===== config.mk =====
export PLATFORM = sky130hd
export DESIGN_NAME = frame_forward_and_node_liveness
export DESIGN_NICKNAME = d
export VERILOG_FILES = /design/src/rtl/ffnl_pkg.sv /design/src/rtl/frame_forward_and_node_liveness.sv /design/src/rtl/ffnl_regs.sv /design/src/rtl/ffnl_table.sv /design/src/rtl/ffnl_ctrl.sv
export SDC_FILE = /design/constraint.sdc
export NUM_CORES = 2
export LEC_CHECK = 0
export BUFFER_PORTS_ARGS = -buffer_cell sky130_fd_sc_hd__buf_2
export CORE_ASPECT_RATIO = 0.5
export CORE_MARGIN = 2
export CORE_UTILIZATION = 60
export DETAILED_ROUTE_END_ITERATION = 8
export HOLD_SLACK_MARGIN = 0.05
export PLACE_DENSITY = 0.87
export SETUP_SLACK_MARGIN = 0.4
export SLEW_MARGIN = 15
export SYNTH_ARGS = -nofsm -noshare
export SYNTH_HDL_FRONTEND = slang
export SYNTH_HIERARCHICAL = 1
export SYNTH_SLANG_ARGS = --single-unit

===== constraint.sdc =====
create_clock -name clk -period 8 [get_ports clk]
set_input_delay 0 -clock clk [delete_from_list [all_inputs] [get_ports clk]]
set_output_delay 0 -clock clk [all_outputs]
set_load 0.05 [all_outputs]

===== src/rtl/ffnl_pkg.sv =====
// Package for the frame forwarding and node liveness block.
// Holds the link count, beat types, command and action codes and the control states.
// No dependencies.
`default_nettype none

package ffnl_pkg;

  localparam int NUM_LINKS = 3;

  localparam logic [1:0] CMD_FRAME       = 2'd0;
  localparam logic [1:0] CMD_TICK        = 2'd1;
  localparam logic [1:0] CMD_TABLE_WRITE = 2'd2;
  localparam logic [1:0] CMD_LINK_STATE  = 2'd3;

  localparam logic [2:0] ACT_SWITCH    = 3'd0;
  localparam logic [2:0] ACT_BROADCAST = 3'd1;
  localparam logic [2:0] ACT_FORWARD   = 3'd2;
  localparam logic [2:0] ACT_DROP      = 3'd3;
  localparam logic [2:0] ACT_PING      = 3'd4;
  localparam logic [2:0] ACT_DEAD      = 3'd5;

  localparam logic [3:0] ADDR_SWITCH    = 4'h0;
  localparam logic [3:0] ADDR_BROADCAST = 4'hF;

  localparam logic [7:0] HOP_DIRECT = 8'd1;
  localparam logic [7:0] TICK_MAX   = 8'hFF;
  localparam logic [7:0] PING_RESET = 8'd3;
  localparam logic [7:0] DEAD_RESET = 8'd6;

  localparam logic REG_PING = 1'b0;
  localparam logic REG_DEAD = 1'b1;

  typedef struct packed {
    logic [1:0] cmd;
    logic       is_control;
    logic [3:0] src_node;
    logic [3:0] dst_node;
    logic [1:0] link_index;
    logic [7:0] hop_count;
    logic       link_up;
  } item_t;

  typedef struct packed {
    logic [2:0] action;
    logic [1:0] out_link;
    logic [2:0] link_mask;
    logic [3:0] node;
    logic       last;
  } result_t;

  typedef struct packed {
    logic [7:0] ping_after_ticks;
    logic [7:0] dead_after_ticks;
  } cfg_t;

  typedef enum logic [2:0] {
    ST_IDLE,
    ST_FRAME,
    ST_FRAME_LAST,
    ST_FRAME_DONE,
    ST_TICK_READ,
    ST_TICK_EVAL,
    ST_TICK_END
  } state_t;

endpackage

`default_nettype wire


===== src/rtl/frame_forward_and_node_liveness.sv =====
// Frame forwarding and node liveness: a per-link table of hop counts and missed
// ticks, indexed by 4-bit node address, routes frame headers and ages direct
// neighbors on each tick. A frame header takes one read of the dual-read hop
// memory per link followed by a decide step; table writes and link state sets
// are applied when accepted; a tick does one read-modify-write of the table
// entry of each node but node 0 on every link in turn, and can stall on the
// result side. Both memories read as zero after reset through per-entry valid
// bits, so no clearing pass is needed. Depends on ffnl_pkg, ffnl_regs,
// ffnl_table, ffnl_ctrl.
`default_nettype none

module frame_forward_and_node_liveness
  import ffnl_pkg::*;
#(
  parameter int TABLE_DEPTH = 16
) (
  input  wire logic        clk,
  input  wire logic        rst,
  input  wire logic        psel,
  input  wire logic        penable,
  input  wire logic        pwrite,
  input  wire logic [2:0]  paddr,
  input  wire logic [31:0] pwdata,
  output logic      [31:0] prdata,
  output logic             pready,
  input  wire logic        item_valid,
  output logic             item_ready,
  input  item_t            item,
  output logic             result_valid,
  input  wire logic        result_ready,
  output result_t          result
);

  localparam int LINK_W = (NUM_LINKS > 1) ? $clog2(NUM_LINKS) : 1;
  localparam int NODE_W = (TABLE_DEPTH > 1) ? $clog2(TABLE_DEPTH) : 1;
  localparam int ADDR_W = LINK_W + NODE_W;

  cfg_t              cfg;
  logic [ADDR_W-1:0] hop_ra_addr;
  logic [ADDR_W-1:0] hop_rb_addr;
  logic [7:0]        hop_ra_data;
  logic [7:0]        hop_rb_data;
  logic              hop_we;
  logic [ADDR_W-1:0] hop_waddr;
  logic [7:0]        hop_wdata;
  logic [ADDR_W-1:0] miss_raddr;
  logic [7:0]        miss_rdata;
  logic              miss_we;
  logic [ADDR_W-1:0] miss_waddr;
  logic [7:0]        miss_wdata;

  ffnl_regs u_regs (
    .clk     (clk),
    .rst     (rst),
    .psel    (psel),
    .penable (penable),
    .pwrite  (pwrite),
    .paddr   (paddr),
    .pwdata  (pwdata),
    .prdata  (prdata),
    .pready  (pready),
    .cfg     (cfg)
  );

  ffnl_table #(
    .NUM_LINKS   (NUM_LINKS),
    .TABLE_DEPTH (TABLE_DEPTH),
    .ADDR_W      (ADDR_W)
  ) u_table (
    .clk         (clk),
    .rst         (rst),
    .hop_ra_addr (hop_ra_addr),
    .hop_rb_addr (hop_rb_addr),
    .hop_ra_data (hop_ra_data),
    .hop_rb_data (hop_rb_data),
    .hop_we      (hop_we),
    .hop_waddr   (hop_waddr),
    .hop_wdata   (hop_wdata),
    .miss_raddr  (miss_raddr),
    .miss_rdata  (miss_rdata),
    .miss_we     (miss_we),
    .miss_waddr  (miss_waddr),
    .miss_wdata  (miss_wdata)
  );

  ffnl_ctrl #(
    .TABLE_DEPTH (TABLE_DEPTH),
    .ADDR_W      (ADDR_W)
  ) u_ctrl (
    .clk          (clk),
    .rst          (rst),
    .cfg          (cfg),
    .item_valid   (item_valid),
    .item_ready   (item_ready),
    .item         (item),
    .result_valid (result_valid),
    .result_ready (result_ready),
    .result       (result),
    .hop_ra_addr  (hop_ra_addr),
    .hop_rb_addr  (hop_rb_addr),
    .hop_ra_data  (hop_ra_data),
    .hop_rb_data  (hop_rb_data),
    .hop_we       (hop_we),
    .hop_waddr    (hop_waddr),
    .hop_wdata    (hop_wdata),
    .miss_raddr   (miss_raddr),
    .miss_rdata   (miss_rdata),
    .miss_we      (miss_we),
    .miss_waddr   (miss_waddr),
    .miss_wdata   (miss_wdata)
  );

endmodule

`default_nettype wire


===== src/rtl/ffnl_regs.sv =====
// Configuration registers behind the APB-style port.
// Depends on ffnl_pkg for the register codes, reset values and cfg_t.
`default_nettype none

module ffnl_regs
  import ffnl_pkg::*;
(
  input  wire logic        clk,
  input  wire logic        rst,
  input  wire logic        psel,
  input  wire logic        penable,
  input  wire logic        pwrite,
  input  wire logic [2:0]  paddr,
  input  wire logic [31:0] pwdata,
  output logic      [31:0] prdata,
  output logic             pready,
  output cfg_t             cfg
);

  logic wr_en;

  assign wr_en  = psel && penable && pwrite;
  assign pready = 1'b1;

  always_ff @(posedge clk) begin
    if (rst) begin
      cfg.ping_after_ticks <= PING_RESET;
      cfg.dead_after_ticks <= DEAD_RESET;
    end else if (wr_en) begin
      unique case (paddr[2])
        REG_PING: cfg.ping_after_ticks <= pwdata[7:0];
        REG_DEAD: cfg.dead_after_ticks <= pwdata[7:0];
        default: ;
      endcase
    end
  end

  always_comb begin
    unique case (paddr[2])
      REG_PING: prdata = {24'd0, cfg.ping_after_ticks};
      REG_DEAD: prdata = {24'd0, cfg.dead_after_ticks};
      default:  prdata = 32'd0;
    endcase
  end

endmodule

`default_nettype wire


===== src/rtl/ffnl_table.sv =====
// Hop-count and missed-tick memories, one entry per link and node address.
// Registered reads; per-entry valid bits make unwritten entries read as zero.
// No package dependencies.
`default_nettype none

module ffnl_table #(
  parameter int NUM_LINKS   = 3,
  parameter int TABLE_DEPTH = 16,
  parameter int ADDR_W      = 6
) (
  input  wire logic              clk,
  input  wire logic              rst,
  input  wire logic [ADDR_W-1:0] hop_ra_addr,
  input  wire logic [ADDR_W-1:0] hop_rb_addr,
  output logic      [7:0]        hop_ra_data,
  output logic      [7:0]        hop_rb_data,
  input  wire logic              hop_we,
  input  wire logic [ADDR_W-1:0] hop_waddr,
  input  wire logic [7:0]        hop_wdata,
  input  wire logic [ADDR_W-1:0] miss_raddr,
  output logic      [7:0]        miss_rdata,
  input  wire logic              miss_we,
  input  wire logic [ADDR_W-1:0] miss_waddr,
  input  wire logic [7:0]        miss_wdata
);

  localparam int NODE_W  = (TABLE_DEPTH > 1) ? $clog2(TABLE_DEPTH) : 1;
  localparam int ENTRIES = NUM_LINKS << NODE_W;

  logic [7:0]         hop_mem  [ENTRIES];
  logic [7:0]         miss_mem [ENTRIES];
  logic [ENTRIES-1:0] hop_vld;
  logic [ENTRIES-1:0] miss_vld;
  logic [7:0]         hop_qa;
  logic [7:0]         hop_qb;
  logic [7:0]         miss_q;
  logic               hop_va;
  logic               hop_vb;
  logic               miss_v;

  always_ff @(posedge clk) begin
    if (hop_we) begin
      hop_mem[hop_waddr] <= hop_wdata;
    end
    hop_qa <= hop_mem[hop_ra_addr];
    hop_qb <= hop_mem[hop_rb_addr];
  end

  always_ff @(posedge clk) begin
    if (miss_we) begin
      miss_mem[miss_waddr] <= miss_wdata;
    end
    miss_q <= miss_mem[miss_raddr];
  end

  always_ff @(posedge clk) begin
    if (rst) begin
      hop_vld  <= '0;
      miss_vld <= '0;
      hop_va   <= 1'b0;
      hop_vb   <= 1'b0;
      miss_v   <= 1'b0;
    end else begin
      if (hop_we) begin
        hop_vld[hop_waddr] <= 1'b1;
      end
      if (miss_we) begin
        miss_vld[miss_waddr] <= 1'b1;
      end
      hop_va <= hop_vld[hop_ra_addr];
      hop_vb <= hop_vld[hop_rb_addr];
      miss_v <= miss_vld[miss_raddr];
    end
  end

  assign hop_ra_data = hop_va ? hop_qa : 8'd0;
  assign hop_rb_data = hop_vb ? hop_qb : 8'd0;
  assign miss_rdata  = miss_v ? miss_q : 8'd0;

endmodule

`default_nettype wire


===== src/rtl/ffnl_ctrl.sv =====
// Sequencer for frame lookups, tick aging and table writes, with the result stage.
// Depends on ffnl_pkg; drives the memories in ffnl_table.
`default_nettype none

module ffnl_ctrl
  import ffnl_pkg::*;
#(
  parameter int TABLE_DEPTH = 16,
  parameter int ADDR_W      = 6
) (
  input  wire logic              clk,
  input  wire logic              rst,
  input  cfg_t                   cfg,
  input  wire logic              item_valid,
  output logic                   item_ready,
  input  item_t                  item,
  output logic                   result_valid,
  input  wire logic              result_ready,
  output result_t                result,
  output logic      [ADDR_W-1:0] hop_ra_addr,
  output logic      [ADDR_W-1:0] hop_rb_addr,
  input  wire logic [7:0]        hop_ra_data,
  input  wire logic [7:0]        hop_rb_data,
  output logic                   hop_we,
  output logic      [ADDR_W-1:0] hop_waddr,
  output logic      [7:0]        hop_wdata,
  output logic      [ADDR_W-1:0] miss_raddr,
  input  wire logic [7:0]        miss_rdata,
  output logic                   miss_we,
  output logic      [ADDR_W-1:0] miss_waddr,
  output logic      [7:0]        miss_wdata
);

  localparam int LINK_W = (NUM_LINKS > 1) ? $clog2(NUM_LINKS) : 1;
  localparam int NODE_W = (TABLE_DEPTH > 1) ? $clog2(TABLE_DEPTH) : 1;
  localparam logic [LINK_W-1:0] LINK_LAST  = LINK_W'(NUM_LINKS - 1);
  localparam logic [NODE_W-1:0] NODE_LAST  = NODE_W'(TABLE_DEPTH - 1);
  localparam logic [NODE_W-1:0] NODE_FIRST = NODE_W'(1);

  state_t                state;
  state_t                state_next;
  logic [3:0]            frm_src;
  logic [3:0]            frm_dst;
  logic                  frm_ctrl;
  logic [LINK_W-1:0]     cnt;
  logic                  eval_vld;
  logic [LINK_W-1:0]     eval_link;
  logic                  src_found;
  logic [LINK_W-1:0]     src_link;
  logic                  dst_found;
  logic [LINK_W-1:0]     dst_link;
  logic [NUM_LINKS-1:0]  bc_mask;
  logic [LINK_W-1:0]     tlink;
  logic [NODE_W-1:0]     tnode;
  logic [NUM_LINKS-1:0]  link_known;
  logic                  pend_valid;
  result_t               pend;

  logic                  accept;
  logic                  out_free;
  logic                  out_load;
  result_t               out_data;
  logic                  pend_load;
  logic                  pend_clear;
  logic                  tick_adv;
  logic                  src_in;
  logic                  dst_in;
  logic                  lidx_ok;
  logic                  wdst_ok;
  logic [7:0]            a_hop;
  logic [7:0]            b_hop;
  logic [ADDR_W-1:0]     tick_addr;
  logic [7:0]            m_inc;
  logic                  is_direct;
  logic                  go_dead;
  logic                  go_ping;
  logic                  tick_has;
  result_t               tick_res;
  result_t               frame_res;

  assign accept    = item_valid && item_ready;
  assign out_free  = !result_valid || result_ready;
  assign src_in    = ({1'b0, frm_src} < 5'(TABLE_DEPTH));
  assign dst_in    = ({1'b0, frm_dst} < 5'(TABLE_DEPTH));
  assign lidx_ok   = (4'(item.link_index) < 4'(NUM_LINKS));
  assign wdst_ok   = ({1'b0, item.dst_node} < 5'(TABLE_DEPTH));
  assign a_hop     = src_in ? hop_ra_data : 8'd0;
  assign b_hop     = dst_in ? hop_rb_data : 8'd0;
  assign tick_addr = {tlink, tnode};
  assign m_inc     = (miss_rdata == TICK_MAX) ? TICK_MAX : miss_rdata + 8'd1;
  assign is_direct = (hop_ra_data == HOP_DIRECT);
  assign go_dead   = (m_inc >= cfg.dead_after_ticks);
  assign go_ping   = (m_inc >= cfg.ping_after_ticks);
  assign tick_has  = is_direct && (go_dead || go_ping);

  always_comb begin
    tick_res           = '0;
    tick_res.action    = go_dead ? ACT_DEAD : ACT_PING;
    tick_res.out_link  = 2'(tlink);
    tick_res.node      = 4'(tnode);

    frame_res      = '0;
    frame_res.last = 1'b1;
    if (frm_dst == ADDR_SWITCH || frm_ctrl) begin
      frame_res.action = ACT_SWITCH;
    end else if (frm_dst == ADDR_BROADCAST) begin
      frame_res.action    = ACT_BROADCAST;
      frame_res.link_mask = 3'(bc_mask);
    end else if (dst_found) begin
      frame_res.action   = ACT_FORWARD;
      frame_res.out_link = 2'(dst_link);
    end else begin
      frame_res.action = ACT_DROP;
    end
  end

  always_comb begin
    state_next  = state;
    item_ready  = (state == ST_IDLE);
    out_load    = 1'b0;
    out_data    = pend;
    pend_load   = 1'b0;
    pend_clear  = 1'b0;
    tick_adv    = 1'b0;
    hop_we      = 1'b0;
    hop_waddr   = tick_addr;
    hop_wdata   = 8'd0;
    miss_we     = 1'b0;
    miss_waddr  = tick_addr;
    miss_wdata  = 8'd0;
    miss_raddr  = tick_addr;
    if (state == ST_TICK_READ || state == ST_TICK_EVAL) begin
      hop_ra_addr = tick_addr;
    end else begin
      hop_ra_addr = {cnt, NODE_W'(frm_src)};
    end
    hop_rb_addr = {cnt, NODE_W'(frm_dst)};

    unique case (state)
      ST_IDLE: begin
        if (item_valid) begin
          unique case (item.cmd)
            CMD_FRAME: state_next = ST_FRAME;
            CMD_TICK:  state_next = ST_TICK_READ;
            CMD_TABLE_WRITE: begin
              hop_we    = lidx_ok && wdst_ok;
              hop_waddr = {LINK_W'(item.link_index), NODE_W'(item.dst_node)};
              hop_wdata = item.hop_count;
            end
            CMD_LINK_STATE: ;
            default: ;
          endcase
        end
      end
      ST_FRAME: begin
        if (cnt == LINK_LAST) begin
          state_next = ST_FRAME_LAST;
        end
      end
      ST_FRAME_LAST: begin
        state_next = ST_FRAME_DONE;
      end
      ST_FRAME_DONE: begin
        if (out_free) begin
          out_load   = 1'b1;
          out_data   = frame_res;
          miss_we    = src_found && frm_src != ADDR_SWITCH && frm_src != ADDR_BROADCAST;
          miss_waddr = {src_link, NODE_W'(frm_src)};
          miss_wdata = 8'd0;
          state_next = ST_IDLE;
        end
      end
      ST_TICK_READ: begin
        state_next = ST_TICK_EVAL;
      end
      ST_TICK_EVAL: begin
        if (!(tick_has && pend_valid && !out_free)) begin
          tick_adv = 1'b1;
          if (is_direct) begin
            miss_we    = 1'b1;
            miss_wdata = go_dead ? 8'd0 : m_inc;
            hop_we     = go_dead;
            hop_wdata  = 8'd0;
          end
          if (tick_has) begin
            pend_load = 1'b1;
            if (pend_valid) begin
              out_load = 1'b1;
              out_data = pend;
            end
          end
          if (tnode == NODE_LAST && tlink == LINK_LAST) begin
            state_next = ST_TICK_END;
          end else begin
            state_next = ST_TICK_READ;
          end
        end
      end
      ST_TICK_END: begin
        if (!pend_valid) begin
          state_next = ST_IDLE;
        end else if (out_free) begin
          out_load      = 1'b1;
          out_data      = pend;
          out_data.last = 1'b1;
          pend_clear    = 1'b1;
          state_next    = ST_IDLE;
        end
      end
      default: state_next = ST_IDLE;
    endcase
  end

  always_ff @(posedge clk) begin
    if (rst) begin
      state        <= ST_IDLE;
      link_known   <= '0;
      pend_valid   <= 1'b0;
      result_valid <= 1'b0;
      eval_vld     <= 1'b0;
    end else begin
      state    <= state_next;
      eval_vld <= (state == ST_FRAME);
      if (out_load) begin
        result_valid <= 1'b1;
      end else if (result_ready) begin
        result_valid <= 1'b0;
      end
      if (pend_load) begin
        pend_valid <= 1'b1;
      end else if (pend_clear) begin
        pend_valid <= 1'b0;
      end
      if (accept && item.cmd == CMD_LINK_STATE && lidx_ok) begin
        link_known[LINK_W'(item.link_index)] <= item.link_up;
      end
    end
  end

  always_ff @(posedge clk) begin
    if (accept && item.cmd == CMD_FRAME) begin
      frm_src   <= item.src_node;
      frm_dst   <= item.dst_node;
      frm_ctrl  <= item.is_control;
      cnt       <= '0;
      src_found <= 1'b0;
      dst_found <= 1'b0;
      bc_mask   <= '0;
    end else begin
      if (state == ST_FRAME) begin
        cnt <= cnt + LINK_W'(1);
      end
      if (eval_vld) begin
        if (!src_found && a_hop != 8'd0) begin
          src_found <= 1'b1;
          src_link  <= eval_link;
        end
        if (a_hop == 8'd0 && link_known[eval_link]) begin
          bc_mask[eval_link] <= 1'b1;
        end
        if (!dst_found && b_hop != 8'd0) begin
          dst_found <= 1'b1;
          dst_link  <= eval_link;
        end
      end
    end
    eval_link <= cnt;
    if (accept && item.cmd == CMD_TICK) begin
      tlink <= '0;
      tnode <= NODE_FIRST;
    end else if (tick_adv) begin
      if (tnode == NODE_LAST) begin
        tnode <= NODE_FIRST;
        tlink <= tlink + LINK_W'(1);
      end else begin
        tnode <= tnode + NODE_W'(1);
      end
    end
    if (out_load) begin
      result <= out_data;
    end
    if (pend_load) begin
      pend <= tick_res;
    end
  end

endmodule

`default_nettype wire

# ---- Yosys cells after proc, flatten, opt, wreduce, memory -nomap -nowiden
# Memories as Yosys holds them, arrays and structs flattened. A register that Yosys moved wholly into a read port is not among the register bits.
# Cells that the tools add are included.
# Widths: inputs -> output; s select.
dict set report classes {
  addsub 4
  magnitude_cmp 14
  n_eq_ne 20
  mux 85
  bitwise 5
  reduce_logical 46
}
# op count
set op_table {}
lappend op_table {{$or 48x48->48} 2}
lappend op_table {{$mux 8} 11}
lappend op_table {{$pmux 32 s2} 1}
lappend op_table {{$mux 1} 38}
lappend op_table {{$mux 6} 6}
lappend op_table {{$lt 6x7->1 const B} 5}
lappend op_table {{$pmux 13 s2} 1}
lappend op_table {{$mux 3} 7}
lappend op_table {{$pmux 3 s7} 1}
lappend op_table {{$logic_and 1x1->1} 20}
lappend op_table {{$bmux 1 s6} 3}
lappend op_table {{$ge 8x8->1} 2}
lappend op_table {{$reduce_bool 8->1} 2}
lappend op_table {{$mux 13} 1}
lappend op_table {{$demux 1 s6} 2}
lappend op_table {{$ge 6x1->1 const B} 2}
lappend op_table {{$reduce_and 2->1} 6}
lappend op_table {{$eq 3x3->1 const B} 3}
lappend op_table {{$add 8x1->8 const B} 1}
lappend op_table {{$eq 2x2->1 const B} 4}
lappend op_table {{$eq 4x4->1 const B} 2}
lappend op_table {{$eq 8x1->1 const B} 1}
lappend op_table {{$eq 8x8->1 const B} 1}
lappend op_table {{$logic_not 8->1} 1}
lappend op_table {{other kinds (32)} 51}
dict set report word_totals {
  regBits 174
  ram_bits 768
  output_inout_bits 48
  word_cells 208
  mem_count 2
}
# name depth width read_ports rd_ports_with_merged_regs wr line
set mem_list {}
lappend mem_list {u_table.hop_mem 48 8 2 2 1 ffnl_table.sv:30} ;# logic [7:0] hop_mem [ENTRIES];
lappend mem_list {u_table.miss_mem 48 8 1 1 1 ffnl_table.sv:31} ;# logic [7:0] miss_mem [ENTRIES];

# ---- Longest topological paths before layout
dict set report depth {
  ltp_word 12
  depth_mapped 20
  mapped_depth_nobuf 19
}

# ---- Modules after synthesis
# Netlist, hierarchy kept.
# module n_inst cells_each area_each_um2 seq_area_each_um2
set modules_own_cells {}
lappend modules_own_cells {ffnl_table 1 1954 37010.5 25524.5}
lappend modules_own_cells {ffnl_ctrl 1 336 3301.9 1471.4}
lappend modules_own_cells {ffnl_regs 1 101 1001.0 320.3}

# ---- Least setup slack after synthesis
# No wires, ideal clock.
dict set report synth_path {
  path_type {register to register}
  from {register u_table.miss_v}
  to {memory u_table.miss_mem[0][6] (data pin)}
  setup_time_ns 0.629
  arrival_ns 4.862
  setup_slack_ns 2.509
  path_stages_with_launch 13
  path_buffers 1
  path_cell_list {dfxtp_1 > and2_1 > and2_1 > and3_1 > clkbuf_1 > nand4_1 > and2_1 > ha_1 > nand2b_1 > a2111oi_0 > o31a_2 > o211ai_1 > a311oi_1}
}
dict set report synth_via {
  elab_chain_cells 10
  elab_cells_between_ends 14
  cone_classes {add/sub: 1; order compare: 2; eq/ne: 1; mux: 6; reduce/logical: 4}
}
# item line
set synth_lines {}
lappend synth_lines {{start, declared} ffnl_table.sv:39} ;# logic miss_v;
lappend synth_lines {{start signal, assigned} ffnl_table.sv:72} ;# miss_v <= miss_vld[miss_raddr];
lappend synth_lines {{$mux 8 (*)} ffnl_table.sv:78} ;# assign miss_rdata = miss_v ? miss_q : 8'd0;
lappend synth_lines {{net miss_rdata[2]} frame_forward_and_node_liveness.sv:47} ;# logic [7:0] miss_rdata;
lappend synth_lines {{$add 8x1->8 / $eq 8x8->1 (equally long branches)} ffnl_ctrl.sv:90} ;# assign m_inc = (miss_rdata == TICK_MAX) ? TICK_MAX : miss_rdata + 8'd1;
lappend synth_lines {{$mux 8 (*)} ffnl_ctrl.sv:90}
lappend synth_lines {{$ge 8x8->1 (on tied branches)} {ffnl_ctrl.sv:92, ffnl_ctrl.sv:93}}
lappend synth_lines {{$logic_or 1x1->1} ffnl_ctrl.sv:94} ;# assign tick_has = is_direct && (go_dead || go_ping);
lappend synth_lines {{$logic_and 1x1->1} ffnl_ctrl.sv:94}
lappend synth_lines {{$logic_and 1x1->1 (2 in series)} ffnl_ctrl.sv:177} ;# if (!(tick_has && pend_valid && !out_free)) begin
lappend synth_lines {{$mux 8 (*)} ffnl_ctrl.sv:177}
lappend synth_lines {{$mux 8 (*)} --}
lappend synth_lines {{net miss_wdata[6]} frame_forward_and_node_liveness.sv:50} ;# logic [7:0] miss_wdata;
lappend synth_lines {{end, declared} ffnl_table.sv:31}
# The timed path passes the listed nets; every way through them passes the cells marked *.

# ---- Final worst setup path
dict set report layout_path {
  from {register u_table.miss_v}
  to {memory u_table.miss_mem[19][2] (enable)}
}
dict set report layout_via {
  elab_chain_cells 12
  elab_cells_between_ends 14
  cone_classes {add/sub: 1; order compare: 2; eq/ne: 1; mux: 6; reduce/logical: 4}
}
# item line
set layout_lines {}
lappend layout_lines {{$mux 8 (*)} ffnl_table.sv:78}
lappend layout_lines {{net miss_rdata[2]} frame_forward_and_node_liveness.sv:47}
lappend layout_lines {{$add 8x1->8 / $eq 8x8->1 (equally long branches)} ffnl_ctrl.sv:90}
lappend layout_lines {{$mux 8 (*)} ffnl_ctrl.sv:90}
lappend layout_lines {{$ge 8x8->1 (on tied branches)} {ffnl_ctrl.sv:92, ffnl_ctrl.sv:93}}
lappend layout_lines {{$logic_or 1x1->1 (*)} ffnl_ctrl.sv:94}
lappend layout_lines {{$logic_and 1x1->1 (*)} ffnl_ctrl.sv:94}
lappend layout_lines {{$logic_and 1x1->1 (*) (2 in series)} ffnl_ctrl.sv:177}
lappend layout_lines {{$mux 1 (*)} ffnl_ctrl.sv:177}
lappend layout_lines {{$pmux 1 s2 (*)} ffnl_ctrl.sv:139} ;# unique case (state)
lappend layout_lines {{net miss_we} frame_forward_and_node_liveness.sv:48} ;# logic miss_we;
lappend layout_lines {{$mux 1 (*)} ffnl_table.sv:50} ;# if (miss_we) begin
lappend layout_lines {{$mux 1 (not written as such) (*)} ffnl_table.sv:51} ;# miss_mem[miss_waddr] <= miss_wdata;
# Marks and branches as above.

==> out/qor.yml <==
grt_pass1_wl_um: 159300
muxShareOfSynthArea_pct: 20.57
syn2layout_area_growth_pct: 10.48
synth-main-ff-cell: "edfxtp_1"
grt_max_degree: 86
min_period_ns: 6.081
cts_sinks: 964
vdd.ir_drop.worst_mv: 0.1621
antenna_found_initial: 3
worst_pin_slew_ns: 1.273
ys_warn_count: 6
portBuffers: 60
synth_area_leader_cell: "edfxtp_1"
holdWs_ns: 0.06936
num_io_pins: 112
ys_ff_latch: 964
status: "complete, no violations"
rsz0062_at_grt: "no"
clockRootBuffer: "clkbuf_16"
row_count: 67
ff2ff_setup_slack_ns: 1.92
ys_types: 71
cts_buffers: 81
syn_area_per_cell_um2: 17.28
hold_path_depth: 2
grt-ovfl-total: 0
start_util_pct: 61.14
dieArea_um2: 71100
hpwl_um: 59980
drtIter0Drc: 3874
cts_tree: "done"
fmax_mhz: 164.5
clkLatencyLatePin_ns: 0.66
worstSetupStartpointType: "flop"
synth_top_family_by_area: "multiplexers"
cap_violations: 0
finalWirelength_um: 107800
dieWidth_um: 375.1
synth_fa_ha_area_share_pct: 0.6057
yosysSeqAreaShare_pct: 66.12
core-area_um2: 67570
cts_buffer_depth: 3
hold_class: "in -> reg"
synth-xor-area-share_pct: 0.08480
synth_area_um2: 41310
drt_pre_antenna_iters: 8
viasPerCell: 7.232
die_h_um: 189.5
cts_max_level: 3
place_congestion: 0.8933
ant_nets: 0
fin_crit_sh_pct: 76.01
fin_nets: 2571
finalSetupViolations: 0
relSlewSlack_pct: 14.82
synthSimpleGateAreaFrac_pct: 6.987
drive_above_1_share_pct: 24.19
skew_ns: 0.03156
arrival_ns: 6.35
drc: 0
required_ns: 8.27
post_cts.repair.setup_buffers: 0
r2r_cells: 15
grt_pass1_vias: 25018
path_max_fanout: 9
ys_async_sr_fraction_pct: 0
fin_tns_setup_ns: 0
synth_area_leaders: "edfxtp_1, mux4_2, dfxtp_1, nor2_1, o22ai_1"
clk_pin_slew_worst_paths_ns: 0.08
endpoint_kind: "flop"
synth_edf_count: 801
grt_usage_pct: 30.45
power_leakage_nw: 15.28
syn_inst: 2391
path_class: "reg -> reg"
power_density_nw_per_um2: 230.3
slew_violations: 0
vias: 24978
yosysTopAreaCellShare_pct: 58.22
hold_path_end: "u_ctrl/frm_src[0]"
wl_per_cell_um: 31.21
worst_r2r_endpoint: "u_table/miss_mem[19][2]"
synth_compound_area_share_pct: 3.095
final-hold-violation-count: 0
r2r-start: "u_table/miss_v"
holdCritStartpoint: "item[15]"
==> layout by cell type, fill, tap and decap left out, drive strengths merged, types with 3 or more instances in the layout <==
master | synthesis | layout
a31oi | 6 | 6
and3 | 17 | 17
clkinv | 0 | 23
ha | 20 | 20
nor3 | 11 | 11
nand3 | 21 | 21
a21oi | 18 | 18
nor2 | 341 | 341
dlygate4sd3 | 0 | 50
o22ai | 99 | 99
nor4 | 5 | 5
or3b | 4 | 4
nand3b | 11 | 11
nand2 | 66 | 66
nand2b | 34 | 34
clkbuf | 49 | 113
mux2i | 27 | 27
o21ai | 39 | 39
bufinv | 0 | 10
edfxtp | 801 | 801
inv | 26 | 29
or4 | 26 | 26
dfxtp | 163 | 163
a22o | 3 | 3
buf | 112 | 101
mux4 | 349 | 349
or3 | 7 | 7
a211oi | 9 | 9
mux2 | 29 | 29
o211ai | 3 | 3
xor2 | 3 | 3
nand4 | 8 | 8
conb | 2 | 25
nor2b | 19 | 19
and2 | 33 | 33
==> where the power goes <==
group / internal (mW) / total [mW] / switching (mW)
Sequential: 5.45 / 5.55 / 0.101
Combinational: 0.295 / 0.791 / 0.496
Clock: 2.36 / 4.17 / 1.81
Total: 8.11 / 10.5 / 2.41
==> routing by layer <==
metal  track usage (%)  up-vias  part of all wire [%]
met5                 0        -                 0.013
met4             14.52        2                   5.9
met3             7.747      514                    13
met2             49.14     2280                    48
met1             39.42    12436                    33
li1                  -     9746                     -
==> worst max path at each step <==
stage / endpoint / cells past startpoint / startpoint / slack [ns]
final: u_table/miss_mem[19][2] / 15 / u_table/miss_v / 1.92
after global routing: u_table/miss_mem[17][2] / 15 / u_table/miss_v / 1.88
after CTS: u_table/miss_mem[17][2] / 15 / u_table/miss_v / 2.51
after detailed placement: u_table/miss_mem[17][1] / 15 / u_table/miss_v / 2.66
after global placement: u_table/miss_mem[13][4] / 14 / u_table/miss_v / 2.90
after floorplan: u_table/miss_mem[0][6] / 12 / u_table/miss_v / 2.51
==> cell families (layout without fill, tap and decap cells) <==
logic type                 count (synthesis)  in the layout
and+or+nand+nor                          610            610
AOI/OAI and AO/OA                        199            199
muxes                                    405            405
other                                      2             27
xor gates and xnor gates                   4              4
adders and majority gates                 20             20
DFF                                      964            964
buffers and inverters                    187            328
==> cells in the mapped netlist (all sizes together), types with 26 or more instances <==
cell type	number
and2	33
buf	112
clkbuf	49
dfxtp	163
edfxtp	801
inv	26
mux2	29
mux2i	27
mux4	349
nand2	66
nand2b	34
nor2	341
o21ai	39
o22ai	99
or4	26
==> registers in the layout (all words and copies together) (netlist names), 4 cells and up <==
signal	count
u_table/hop_vld	48
u_ctrl/frm_dst	4
u_ctrl/pend	7
u_table/miss_vld	48
u_table/miss_q	8
u_table/hop_qa	8
u_ctrl/result	13
u_ctrl/tnode	4
u_ctrl/frm_src	4
u_table/hop_mem	384
u_regs/cfg	16
u_table/miss_mem	384
u_table/hop_qb	8
==> worst max-delay path: stages, from the launching register on <==
cell	delay, ns
dfxtp_1	0.46
and2_1	0.24
and2_1	0.23
and3_1	0.38
nand4_1	0.44
and2_1	0.41
ha_1	0.34
nand2b_1	0.18
a2111oi_0	0.61
o31a_2	0.35
a21bo_2	0.25
nand2_1	0.10
o31ai_1	0.18
nor2b_1	0.35
nand2_1	0.33
nor2_1	0.82
==> area by class of cell <==
class                   instances  area, um2
flip-flops and latches        964      27330
repair buffers                151       1196
well taps                     897       1122
diodes                          2      5.005
clock buffers                 113       2315
inverters                      26      97.59
multi-input cells            1263      13130
clock inverters                38      447.9
fillers                      3912      21920
==> timing repair <==
action / 4_1_cts / 5_1_grt
resized for setup: 0 / 0
hold endpoints to repair: 86 / 0
endpoints found under the setup margin: 0 / 0
hold buffers: 50 / 0
==> through the flow <==
| step | cells | utilization, % | instance area [um2] | setup slack, ns | power (mW) |
|---|---|---|---|---|---|
| floorplan | 2414 | - | 41400 | 2.509 | 6.164 |
| global placement | 3246 | 62.53 | 42250 | 2.903 | 6.355 |
| detailed placement | 3246 | 62.53 | 42250 | 2.661 | 6.381 |
| CTS | 3447 | 67.36 | 45510 | 2.513 | 10.48 |
| global route | 3452 | 67.54 | 45640 | 1.877 | 10.73 |
| finish | 3454 | 67.55 | 45640 | 1.919 | 10.51 |
Power figures use the tool's default switching activity.
